File: src/sv/b64e_pkg.sv
package b64e_pkg;

  localparam int DATA_W       = 8;
  localparam int CHAR_W       = 7;
  localparam int CHARS_PER_GRP = 4;
  localparam int QUEUE_DEPTH  = 2;

  localparam logic [CHAR_W-1:0] PAD_CHAR = 7'h3D;

  // Hold counts of the front end.
  localparam logic [1:0] HELD_NONE = 2'd0;
  localparam logic [1:0] HELD_ONE  = 2'd1;
  localparam logic [1:0] HELD_TWO  = 2'd2;

  typedef logic [CHAR_W-1:0] char_t;

  // One encoded group: four characters, first in slot 0, and the end flag.
  typedef struct packed {
    char_t [CHARS_PER_GRP-1:0] chars;
    logic                      fin;
  } grp_t;

  // Queue status seen by the front and back ends.
  typedef struct packed {
    logic full;
    logic empty;
  } q_stat_t;

  // Standard alphabet: A-Z, a-z, 0-9, '+', '/'.
  function automatic char_t sextet_char(input logic [5:0] v);
    char_t c;
    if (v < 6'd26) begin
      c = 7'h41 + {1'b0, v};
    end else if (v < 6'd52) begin
      c = 7'h61 + {1'b0, v - 6'd26};
    end else if (v < 6'd62) begin
      c = 7'h30 + {1'b0, v - 6'd52};
    end else if (v == 6'd62) begin
      c = 7'h2B;
    end else begin
      c = 7'h2F;
    end
    return c;
  endfunction

endpackage

File: src/sv/b64e_if.sv
// Byte input channel.
interface b64e_in_if;
  logic                         valid;
  logic                         ready;
  logic [b64e_pkg::DATA_W-1:0]  data_byte;
  logic                         final_byte;

  modport source (output valid, output data_byte, output final_byte, input ready);
  modport sink   (input valid, input data_byte, input final_byte, output ready);
endinterface

// Character output channel.
interface b64e_out_if;
  logic                         valid;
  logic                         ready;
  logic [b64e_pkg::CHAR_W-1:0]  out_char;
  logic                         last_of_run;
  logic                         end_of_text;

  modport source (output valid, output out_char, output last_of_run, output end_of_text,
                  input ready);
  modport sink   (input valid, input out_char, input last_of_run, input end_of_text,
                  output ready);
endinterface

File: src/sv/b64e_front.sv
module b64e_front (
  input  logic              clk,
  input  logic              rst_n,
  b64e_in_if.sink           in_ch,
  input  b64e_pkg::q_stat_t q_stat,
  output logic              push,
  output b64e_pkg::grp_t    push_grp
);
  import b64e_pkg::*;

  logic [15:0] held_bytes_r, held_bytes_nxt;
  logic [1:0]  held_cnt_r, held_cnt_nxt;

  logic [1:0]  cnt;
  logic [7:0]  b, b0, b1;
  logic        fin, xfer, emit;

  assign cnt  = (held_cnt_r == 2'd3) ? HELD_NONE : held_cnt_r;
  assign b    = in_ch.data_byte;
  assign fin  = in_ch.final_byte;
  assign b0   = held_bytes_r[15:8];
  assign b1   = held_bytes_r[7:0];

  assign in_ch.ready = !q_stat.full;
  assign xfer        = in_ch.valid && in_ch.ready;
  assign emit        = (cnt == HELD_TWO) || fin;
  assign push        = xfer && emit;

  // Build the four characters of the group this byte completes.
  always_comb begin
    push_grp.fin = fin;
    unique case (cnt)
      HELD_TWO: begin
        push_grp.chars[0] = sextet_char(b0[7:2]);
        push_grp.chars[1] = sextet_char({b0[1:0], b1[7:4]});
        push_grp.chars[2] = sextet_char({b1[3:0], b[7:6]});
        push_grp.chars[3] = sextet_char(b[5:0]);
      end
      HELD_ONE: begin
        push_grp.chars[0] = sextet_char(b0[7:2]);
        push_grp.chars[1] = sextet_char({b0[1:0], b[7:4]});
        push_grp.chars[2] = sextet_char({b[3:0], 2'b00});
        push_grp.chars[3] = PAD_CHAR;
      end
      default: begin
        push_grp.chars[0] = sextet_char(b[7:2]);
        push_grp.chars[1] = sextet_char({b[1:0], 4'b0000});
        push_grp.chars[2] = PAD_CHAR;
        push_grp.chars[3] = PAD_CHAR;
      end
    endcase
  end

  // Store pending bytes; a completed group or a final byte empties the hold.
  always_comb begin
    held_bytes_nxt = held_bytes_r;
    held_cnt_nxt   = held_cnt_r;
    if (xfer) begin
      if (emit) begin
        held_bytes_nxt = 16'h0000;
        held_cnt_nxt   = HELD_NONE;
      end else if (cnt == HELD_NONE) begin
        held_bytes_nxt = {b, 8'h00};
        held_cnt_nxt   = HELD_ONE;
      end else begin
        held_bytes_nxt = {b0, b};
        held_cnt_nxt   = HELD_TWO;
      end
    end
  end

  always_ff @(posedge clk) begin
    if (!rst_n) begin
      held_bytes_r <= 16'h0000;
      held_cnt_r   <= HELD_NONE;
    end else begin
      held_bytes_r <= held_bytes_nxt;
      held_cnt_r   <= held_cnt_nxt;
    end
  end

endmodule

File: src/sv/b64e_queue.sv
module b64e_queue #(
  parameter int DEPTH = b64e_pkg::QUEUE_DEPTH
) (
  input  logic              clk,
  input  logic              rst_n,
  input  logic              push,
  input  b64e_pkg::grp_t    push_grp,
  input  logic              pop,
  output b64e_pkg::grp_t    head,
  output b64e_pkg::q_stat_t q_stat
);
  import b64e_pkg::*;

  localparam int PTR_W = (DEPTH > 1) ? $clog2(DEPTH) : 1;
  localparam int CNT_W = $clog2(DEPTH + 1);

  grp_t             entry_r [DEPTH];
  logic [PTR_W-1:0] wr_ptr_r, rd_ptr_r;
  logic [CNT_W-1:0] count_r;

  function automatic logic [PTR_W-1:0] ptr_inc(input logic [PTR_W-1:0] p);
    return (p == PTR_W'(DEPTH - 1)) ? '0 : p + 1'b1;
  endfunction

  assign q_stat.full  = (count_r == CNT_W'(DEPTH));
  assign q_stat.empty = (count_r == '0);
  assign head         = entry_r[rd_ptr_r];

  // Entry storage needs no reset.
  always_ff @(posedge clk) begin
    if (push) begin
      entry_r[wr_ptr_r] <= push_grp;
    end
  end

  // Pointers and fill count.
  always_ff @(posedge clk) begin
    if (!rst_n) begin
      wr_ptr_r <= '0;
      rd_ptr_r <= '0;
      count_r  <= '0;
    end else begin
      if (push) begin
        wr_ptr_r <= ptr_inc(wr_ptr_r);
      end
      if (pop) begin
        rd_ptr_r <= ptr_inc(rd_ptr_r);
      end
      if (push && !pop) begin
        count_r <= count_r + 1'b1;
      end else if (pop && !push) begin
        count_r <= count_r - 1'b1;
      end
    end
  end

endmodule

File: src/sv/b64e_back.sv
module b64e_back (
  input  logic              clk,
  input  logic              rst_n,
  input  b64e_pkg::grp_t    head,
  input  b64e_pkg::q_stat_t q_stat,
  output logic              pop,
  b64e_out_if.source        out_ch
);
  import b64e_pkg::*;

  localparam int IDX_W = $clog2(CHARS_PER_GRP);

  logic [IDX_W-1:0] idx_r;
  logic             out_valid_r;
  char_t            out_char_r;
  logic             last_r, eot_r;

  logic             load, last_char;

  assign load      = (!out_valid_r || out_ch.ready) && !q_stat.empty;
  assign last_char = (idx_r == IDX_W'(CHARS_PER_GRP - 1));
  assign pop       = load && last_char;

  assign out_ch.valid       = out_valid_r;
  assign out_ch.out_char    = out_char_r;
  assign out_ch.last_of_run = last_r;
  assign out_ch.end_of_text = eot_r;

  // Character index within the head group and output valid.
  always_ff @(posedge clk) begin
    if (!rst_n) begin
      idx_r       <= '0;
      out_valid_r <= 1'b0;
    end else begin
      if (load) begin
        idx_r       <= last_char ? '0 : idx_r + 1'b1;
        out_valid_r <= 1'b1;
      end else if (out_ch.ready) begin
        out_valid_r <= 1'b0;
      end
    end
  end

  // Output payload register.
  always_ff @(posedge clk) begin
    if (load) begin
      out_char_r <= head.chars[idx_r];
      last_r     <= last_char;
      eot_r      <= last_char && head.fin;
    end
  end

endmodule

File: src/sv/base64_encode_bytes_unit.sv
// Channel   Dir  Payload                                  Transfer
// in_ch     in   data_byte[7:0], final_byte               valid && ready
// out_ch    out  out_char[6:0], last_of_run, end_of_text  valid && ready
//
// One character leaves per cycle unless out_ch stalls or the queue is empty;
// three bytes make four characters, so a byte is taken every cycle while the
// group queue has room and the back-end serializer sets the sustained rate.
// A completed group is queued, then its characters enter the output register.
// Reset is synchronous and empties the byte hold, the queue and the output.
// A stalled output holds its register; once the queue fills, in_ch.ready drops.
module base64_encode_bytes_unit #(
  parameter int QUEUE_DEPTH = b64e_pkg::QUEUE_DEPTH
) (
  input  logic       clk,
  input  logic       rst_n,
  b64e_in_if.sink    in_ch,
  b64e_out_if.source out_ch
);
  import b64e_pkg::*;

  logic    push, pop;
  grp_t    push_grp, head;
  q_stat_t q_stat;

  b64e_front u_front (
    .clk      (clk),
    .rst_n    (rst_n),
    .in_ch    (in_ch),
    .q_stat   (q_stat),
    .push     (push),
    .push_grp (push_grp)
  );

  b64e_queue #(
    .DEPTH (QUEUE_DEPTH)
  ) u_queue (
    .clk      (clk),
    .rst_n    (rst_n),
    .push     (push),
    .push_grp (push_grp),
    .pop      (pop),
    .head     (head),
    .q_stat   (q_stat)
  );

  b64e_back u_back (
    .clk    (clk),
    .rst_n  (rst_n),
    .head   (head),
    .q_stat (q_stat),
    .pop    (pop),
    .out_ch (out_ch)
  );

endmodule

File: src/flat_wrapper.sv
// flat-port wrapper written by rule: the top's interface ports become plain ports
module base64_encode_bytes_unit_flat import b64e_pkg::*;
#(
  parameter int QUEUE_DEPTH = b64e_pkg::QUEUE_DEPTH
)
  (clk, rst_n, in_ch_valid, in_ch_data_byte, in_ch_final_byte, in_ch_ready, out_ch_valid, out_ch_out_char, out_ch_last_of_run, out_ch_end_of_text, out_ch_ready);
  b64e_in_if in_ch_i ();
  b64e_out_if out_ch_i ();
  input  logic clk;
  input  logic rst_n;
  input wire logic [$bits(in_ch_i.valid)-1:0] in_ch_valid;
  input wire logic [$bits(in_ch_i.data_byte)-1:0] in_ch_data_byte;
  input wire logic [$bits(in_ch_i.final_byte)-1:0] in_ch_final_byte;
  output wire logic [$bits(in_ch_i.ready)-1:0] in_ch_ready;
  output wire logic [$bits(out_ch_i.valid)-1:0] out_ch_valid;
  output wire logic [$bits(out_ch_i.out_char)-1:0] out_ch_out_char;
  output wire logic [$bits(out_ch_i.last_of_run)-1:0] out_ch_last_of_run;
  output wire logic [$bits(out_ch_i.end_of_text)-1:0] out_ch_end_of_text;
  input wire logic [$bits(out_ch_i.ready)-1:0] out_ch_ready;
  assign in_ch_i.valid = in_ch_valid;
  assign in_ch_i.data_byte = in_ch_data_byte;
  assign in_ch_i.final_byte = in_ch_final_byte;
  assign in_ch_ready = in_ch_i.ready;
  assign out_ch_valid = out_ch_i.valid;
  assign out_ch_out_char = out_ch_i.out_char;
  assign out_ch_last_of_run = out_ch_i.last_of_run;
  assign out_ch_end_of_text = out_ch_i.end_of_text;
  assign out_ch_i.ready = out_ch_ready;
  base64_encode_bytes_unit #(.QUEUE_DEPTH(QUEUE_DEPTH)) u_core (.clk(clk), .rst_n(rst_n), .in_ch(in_ch_i), .out_ch(out_ch_i));
endmodule
File: config.mk
export PLATFORM = sky130hd
export DESIGN_NAME = base64_encode_bytes_unit_flat
export DESIGN_NICKNAME = d
export VERILOG_FILES = /design/src/sv/b64e_pkg.sv /design/src/sv/b64e_if.sv /design/src/sv/b64e_front.sv /design/src/sv/b64e_queue.sv /design/src/sv/b64e_back.sv /design/src/sv/base64_encode_bytes_unit.sv /design/src/flat_wrapper.sv
export SDC_FILE = /design/constraint.sdc
export NUM_CORES = 1
export LEC_CHECK = 0
export BUFFER_PORTS_ARGS = -buffer_cell sky130_fd_sc_hd__buf_4
export CORE_MARGIN = 4
export CORE_UTILIZATION = 50
export CTS_BUF_LIST = sky130_fd_sc_hd__clkbuf_2 sky130_fd_sc_hd__clkbuf_4 sky130_fd_sc_hd__clkbuf_8
export CTS_CLUSTER_DIAMETER = 120
export DETAILED_ROUTE_END_ITERATION = 10
export GPL_TIMING_DRIVEN = 0
export PLACE_DENSITY = 0.66
export SLEW_MARGIN = 0
export SYNTH_ARGS = -nofsm -noshare
export SYNTH_HDL_FRONTEND = slang
export SYNTH_HIERARCHICAL = 1
export SYNTH_SLANG_ARGS = --single-unit
export TNS_END_PERCENT = 50
File: constraint.sdc
create_clock -name clk -period 4.74 [get_ports clk]
set_clock_uncertainty 0.1 [all_clocks]
set_input_delay 0.237 -clock clk [delete_from_list [all_inputs] [get_ports clk]]
set_output_delay 0.237 -clock clk [all_outputs]
set_load 0.1 [all_outputs]
* Yosys cells after proc, flatten, opt, wreduce, memory -nomap -nowiden *
Memory sizes are Yosys's and may differ from the RTL's. A register that Yosys moved wholly into a read port is not among the register bits.
Index checks and enable logic that the tools add are counted.

storage, ports and cells
  register bits = 34
  bits in writable memories = 58
  input port bits = 13
  output and inout bits = 11
  logic and storage cells = 162
  memories = 1

memories
  memory                  words  bits a word  read ports  clocked after Yosys merged registers in  wr ports  RTL line          source
  u_core.u_queue.entry_r  2      29           1           1                                        1         b64e_queue.sv:17  grp_t entry_r [DEPTH];

cells by class
  add/subtract/negate cells = 45
  order comparisons = 25
  equality and inequality tests = 11
  mux-type cells = 49
  reductions and logical operators = 20

operators with widths
  operator               number
  $mux W7                25
  $add A7 B6 Y7 const A  16
  $lt A6 B6 Y1 const B   16
  $add A6 B6 Y7 const A  8
  $pmux W28 S2           1
  $lt A6 B5 Y1 const B   8
  $sub A6 B5 Y6 const B  8
  $sub A6 B6 Y6 const B  8
  $eq A6 B6 Y1 const B   6
  $mux W16               2
  $mux W3                6
  $bmux W7 S2            1
  $mux W2                6
  $eq A2 B2 Y1 const B   4
  $mux W1                8
  $logic_and A1 B1 Y1    7
  $reduce_bool A2 Y1     3
  $logic_not A1 Y1       5
  $add A2 B1 Y2 const B  2
  $logic_not A2 Y1       2
  $lt A2 B3 Y1 const B   1
  $add A1 B1 Y1 const B  2
  $eq A2 B1 Y1 const B   1
  $logic_or A1 B1 Y1     2
  other kinds (2)        2

* Logic depth before layout (Yosys ltp) *
  depth after elaboration = 9
  depth in mapped cells = 10
  depth with buffers taken out = 9

* By module *
The synthesis kept the hierarchy.

modules (own cells, without submodules)
  module      instances  cells each  area each (um^2)  seq. area each (um^2)
  b64e_front  1          568         4184.0            360.3
  b64e_queue  1          112         2308.5            1841.8
  b64e_back   1          36          604.3             330.3

* Least setup slack after synthesis *
OpenSTA, ideal clock, no wires.

  path kind = reg-to-reg
  start = reg u_core.u_queue.count_r[0]
  end = mem u_core/u_queue/entry_r[0][0] in the netlist's numbering, enable pin
  library setup time = 0.420 ns
  arrival = 3.201 ns
  data required time = 4.220 ns
  path slack = 1.019 ns
  stages on the path, launching flop included = 7
  buffers on the path = 1
  period minus slack after synthesis = 3.721 ns
  cells stage by stage = dfxtp_1 -> and2b_2 -> inv_1 -> nand2_1 -> clkbuf_1 -> nor2_1 -> nor2b_1

RTL lines
  what                    RTL line          source
  start, declared         b64e_queue.sv:19  logic [CNT_W-1:0] count_r;
  start signal, assigned  b64e_queue.sv:50  count_r <= count_r + 1'b1;
  start signal, assigned  b64e_queue.sv:52  count_r <= count_r - 1'b1;
  end, declared           b64e_queue.sv:17

==> results.py <==
metrics = {
    "final_layout": {
        "final_nets": 825,
        "fillCellCount": 1252,
        "synthToLayoutAreaGrowth_pct": 8.604,
        "drive_above_1_share": 0.1417,
        "num_antenna_cells": 0,
    },
    "pwr": {
        "p_sw_frac": 0.3440,
        "p_sw_w": 0.0007564,
        "p_int_w": 0.001443,
        "p_per_area_nw_per_um2": 285.3,
        "total_leakage_power_nw": 2.910,
        "ir_drop_v": 0.0001320,
        "seq_power_share": 0.450,
        "p_comb_frac": 0.301,
        "clkPwrFrac": 0.249,
    },
    "clocking": {
        "post-cts-setup-buffers": 0,
        "ctsResizeCount": 0,
        "ctsHoldBuffers": 0,
        "root_buffer": "clkbuf_8",
        "clk_pin_slew_ps": 100,
        "cts_buffers": 9,
        "cts.sinks": 93,
        "cts_tree": "done",
        "insertion_delay_ps": 380,
        "htreeDepth": 3,
        "clockBufferDepth": 2,
    },
    "sta": {
        "hold_viol_final": 0,
        "slew_violations": 0,
        "tns_ps": 0,
        "tightest_slew_ps": 1329,
        "setup-violations-final": 0,
        "fin_crit_sh": 0.6423,
        "relSlewSlack": 0.1141,
        "fmax_mhz": 328.5,
        "rsz0062_at_grt": "false",
        "min_period_ps": 3044,
        "whs_ps": 51.79,
    },
    "die": {
        "floorplan.initialDensity": 0.5113,
        "pin_count": 24,
        "coreArea_um2": 13880,
        "rows": 43,
        "dieArea_um2": 16160,
        "dieHeight_um": 127.1,
        "fp.dieW_um": 127.1,
    },
    "drt": {
        "detail_route.wl_per_cell_um": 19.98,
        "drtPass1Iterations": 5,
        "antenna_left": 0,
        "vias": 5724,
        "vias_per_cell": 6.122,
        "drc": 0,
        "first_iter_violations": 573,
        "wirelength_um": 18680,
    },
    "setup_path": {
        "critPathKind": "flop to flop",
        "cp_data_required_time_ps": 4620,
        "path_max_fanout": 29,
        "r2r_end": "u_core/u_queue/entry_r[1][5]",
        "cp-end-kind": "flop",
        "r2r_setup_slack_ps": 1700,
        "r2r_cells": 6,
        "startpoint_type": "flop",
        "worst_ep_arrival_time_ps": 2920,
        "r2r_start": "u_core/u_queue/count_r[0]",
    },
    "grt": {
        "grt_usage": 0.2364,
        "grt_pass1_vias": 5559,
        "grt_max_degree": 31,
        "grt_antenna_before_repair": 0,
        "grt.overflow.total": 0,
        "grt_first_pass_wirelength_um": 30220,
    },
    "logic_synthesis": {
        "netlist_area_um2": 7097,
        "synth_edf_count": 67,
        "yosysTopAreaCell": "edfxtp_1",
        "synthCells": 716,
        "async_flop_share": 0,
        "synth_cell_types": 73,
        "synth_warnings": 6,
        "synth_top_cells_by_area": "edfxtp_1, ha_1, dfxtp_1",
        "synth_seq_cells": 93,
        "syn-mean-instance-area_um2": 9.912,
        "synthFlopType": "edfxtp_1",
        "seq_area_frac_synth": 0.3568,
        "synth.top_cell.area_share": 0.2835,
        "syn_nets": 791,
    },
    "placement": {
        "portBuffers": 23,
        "hpwl_um": 14010,
        "gp_congestion": 0.8890,
    },
    "flow_run": {
        "drv_cap": 0,
    },
    "run_status": {
        "status": "complete, no violations",
    },
    "hold_path": {
        "hp-start": "rst_n",
        "whs_path_depth": 2,
        "worst_hold_path.endpoint": "u_core/u_back/out_ch.valid",
        "hold_class": "primary input to flop",
    },
}
[cell usage after synthesis, drive strengths merged (4+ instances only)]
cell     n
a21o    12
and3     7
nand3   16
edfxtp  67
nand2b   9
inv     31
o31ai    4
dfxtp   26
mux2i    6
ha      62
nor4     4
xnor2   34
nor2    23
and2     9
and4     4
nand2   48
a22oi   10
o211ai   8
nand4    5
a31oi    9
a311oi   4
nor3    11
mux2    29
a21oi   46
a211oi  19
nand3b   5
nor2b   26
a21boi   5
nor3b    8
mux4     7
o21ai   33
clkbuf  22
a211o    5
buf     23
a22o    12
a221o    5
o21a     4
xor2    24
[cell families after synthesis]
logic type,after synthesis,synth area share
compound gates,202,0.1961
xor+xnor,58,0.07158
fa+ha+maj,62,0.1093
buf+inv,77,0.04742
flops,93,0.3568
mux,42,0.07669
simple gates,182,0.1421
[cell type report]
class                   instances  area, µm²  area share
well taps                     180      225.2     0.02922
plain buffers                  45      216.5     0.02808
multi-input cells             546       4235      0.5495
flip-flops and latches         93       2532      0.3286
repair buffers                 23      172.7     0.02240
clock inverters                 6      73.82    0.009578
clock buffers                  10      131.4     0.01705
inverters                      32      120.1     0.01558
[metal layers]
| metal | GRT usage | vias up | part of all wire |
|---|---|---|---|
| met2 | 0.3817 | 210 | 0.47 |
| met3 | 0.04640 | 22 | 0.062 |
| li1 | - | 2740 | - |
| met5 | 0 | - | 0 |
| met4 | 0.06562 | 0 | 0.015 |
| met1 | 0.3256 | 2752 | 0.45 |
[flip-flops by register name (all words and copies together) (netlist names), named ones only]
register,cells
u_core/u_back/idx_r,2
u_core/u_front/held_cnt_r,2
u_core/u_queue/entry_r,58
u_core/u_back/out_ch.out_char,7
u_core/u_queue/rd_ptr_r,1
u_core/u_queue/count_r,2
u_core/u_front/held_bytes_r,16
u_core/u_back/out_ch.last_of_run,1
u_core/u_back/out_ch.end_of_text,1
u_core/u_queue/wr_ptr_r,1
u_core/u_back/out_ch.valid,1
[worst max-delay path by stage]
stage | endpoint | start | depth (start not counted) | slack, ps
floorplan | u_core/u_queue/entry_r[0][0] | u_core/u_queue/count_r[0] | 6 | 1020
global placement | u_core/u_queue/entry_r[0][2] | u_core/u_queue/count_r[0] | 6 | 760
detailed placement | u_core/u_queue/entry_r[1][27] | in_ch_data_byte[2] | 9 | 1610
CTS | u_core/u_queue/entry_r[1][6] | u_core/u_queue/count_r[0] | 6 | 1670
global route | u_core/u_queue/entry_r[1][1] | u_core/u_queue/count_r[0] | 6 | 1500
finish | u_core/u_queue/entry_r[1][5] | u_core/u_queue/count_r[0] | 6 | 1700
[cells in the final DEF (no fill, tap or decap), types with 5 or more instances in the layout]
cell type  count
mux4_2         7
o21ai_0       32
nor2_1        22
a21o_1        12
xor2_1        24
nand3_1       16
ha_1          62
a22oi_1       10
buf_2         13
nand2_1       48
a31oi_1        9
and3_1         7
nor3b_1        6
a221o_1        5
o211ai_1       7
a21oi_1       46
mux2_2        29
a22o_1        12
nor2b_1       24
buf_4         27
clkbuf_8       9
mux2i_1        6
nand3b_1       5
edfxtp_1      67
a211oi_1      19
a211o_1        5
dfxtp_1       26
and2_1         7
nand2b_1       9
clkbuf_1      21
inv_1         31
nor3_1        11
nand4_1        5
xnor2_1       34
[stage by stage]
step                instances  setup slack (ps)  total power (W)  area (µm²)  utilization
detailed placement        919              1607         0.001662        7502       0.5405
floorplan                 716              1019         0.001486        7097            -
global placement          919             757.4         0.001649        7495       0.5399
finish                    935              1696         0.002199        7707       0.5553
CTS                       935              1674         0.002207        7707       0.5553
global route              935              1501         0.002310        7707       0.5553
[critical path, stage by stage, from the launching register on]
cell and delay (ps):
dfxtp_1 410, and2b_2 240, inv_1 70, nand2_1 130, clkbuf_1 300, nor2_1 300
and2_1 1060
[power groups by stage]
stage | Combinational (W) | Sequential (W) | Clock (W)
after detailed placement | 0.000654 | 0.00101 | 0
after global placement | 0.000643 | 0.00101 | 0
final | 0.000663 | 0.000989 | 0.000547
after floorplan | 0.000374 | 0.00111 | 0
after CTS | 0.000657 | 0.000990 | 0.000560
after global routing | 0.000711 | 0.000996 | 0.000604
Note: power is estimated with default switching activity, not from simulation.
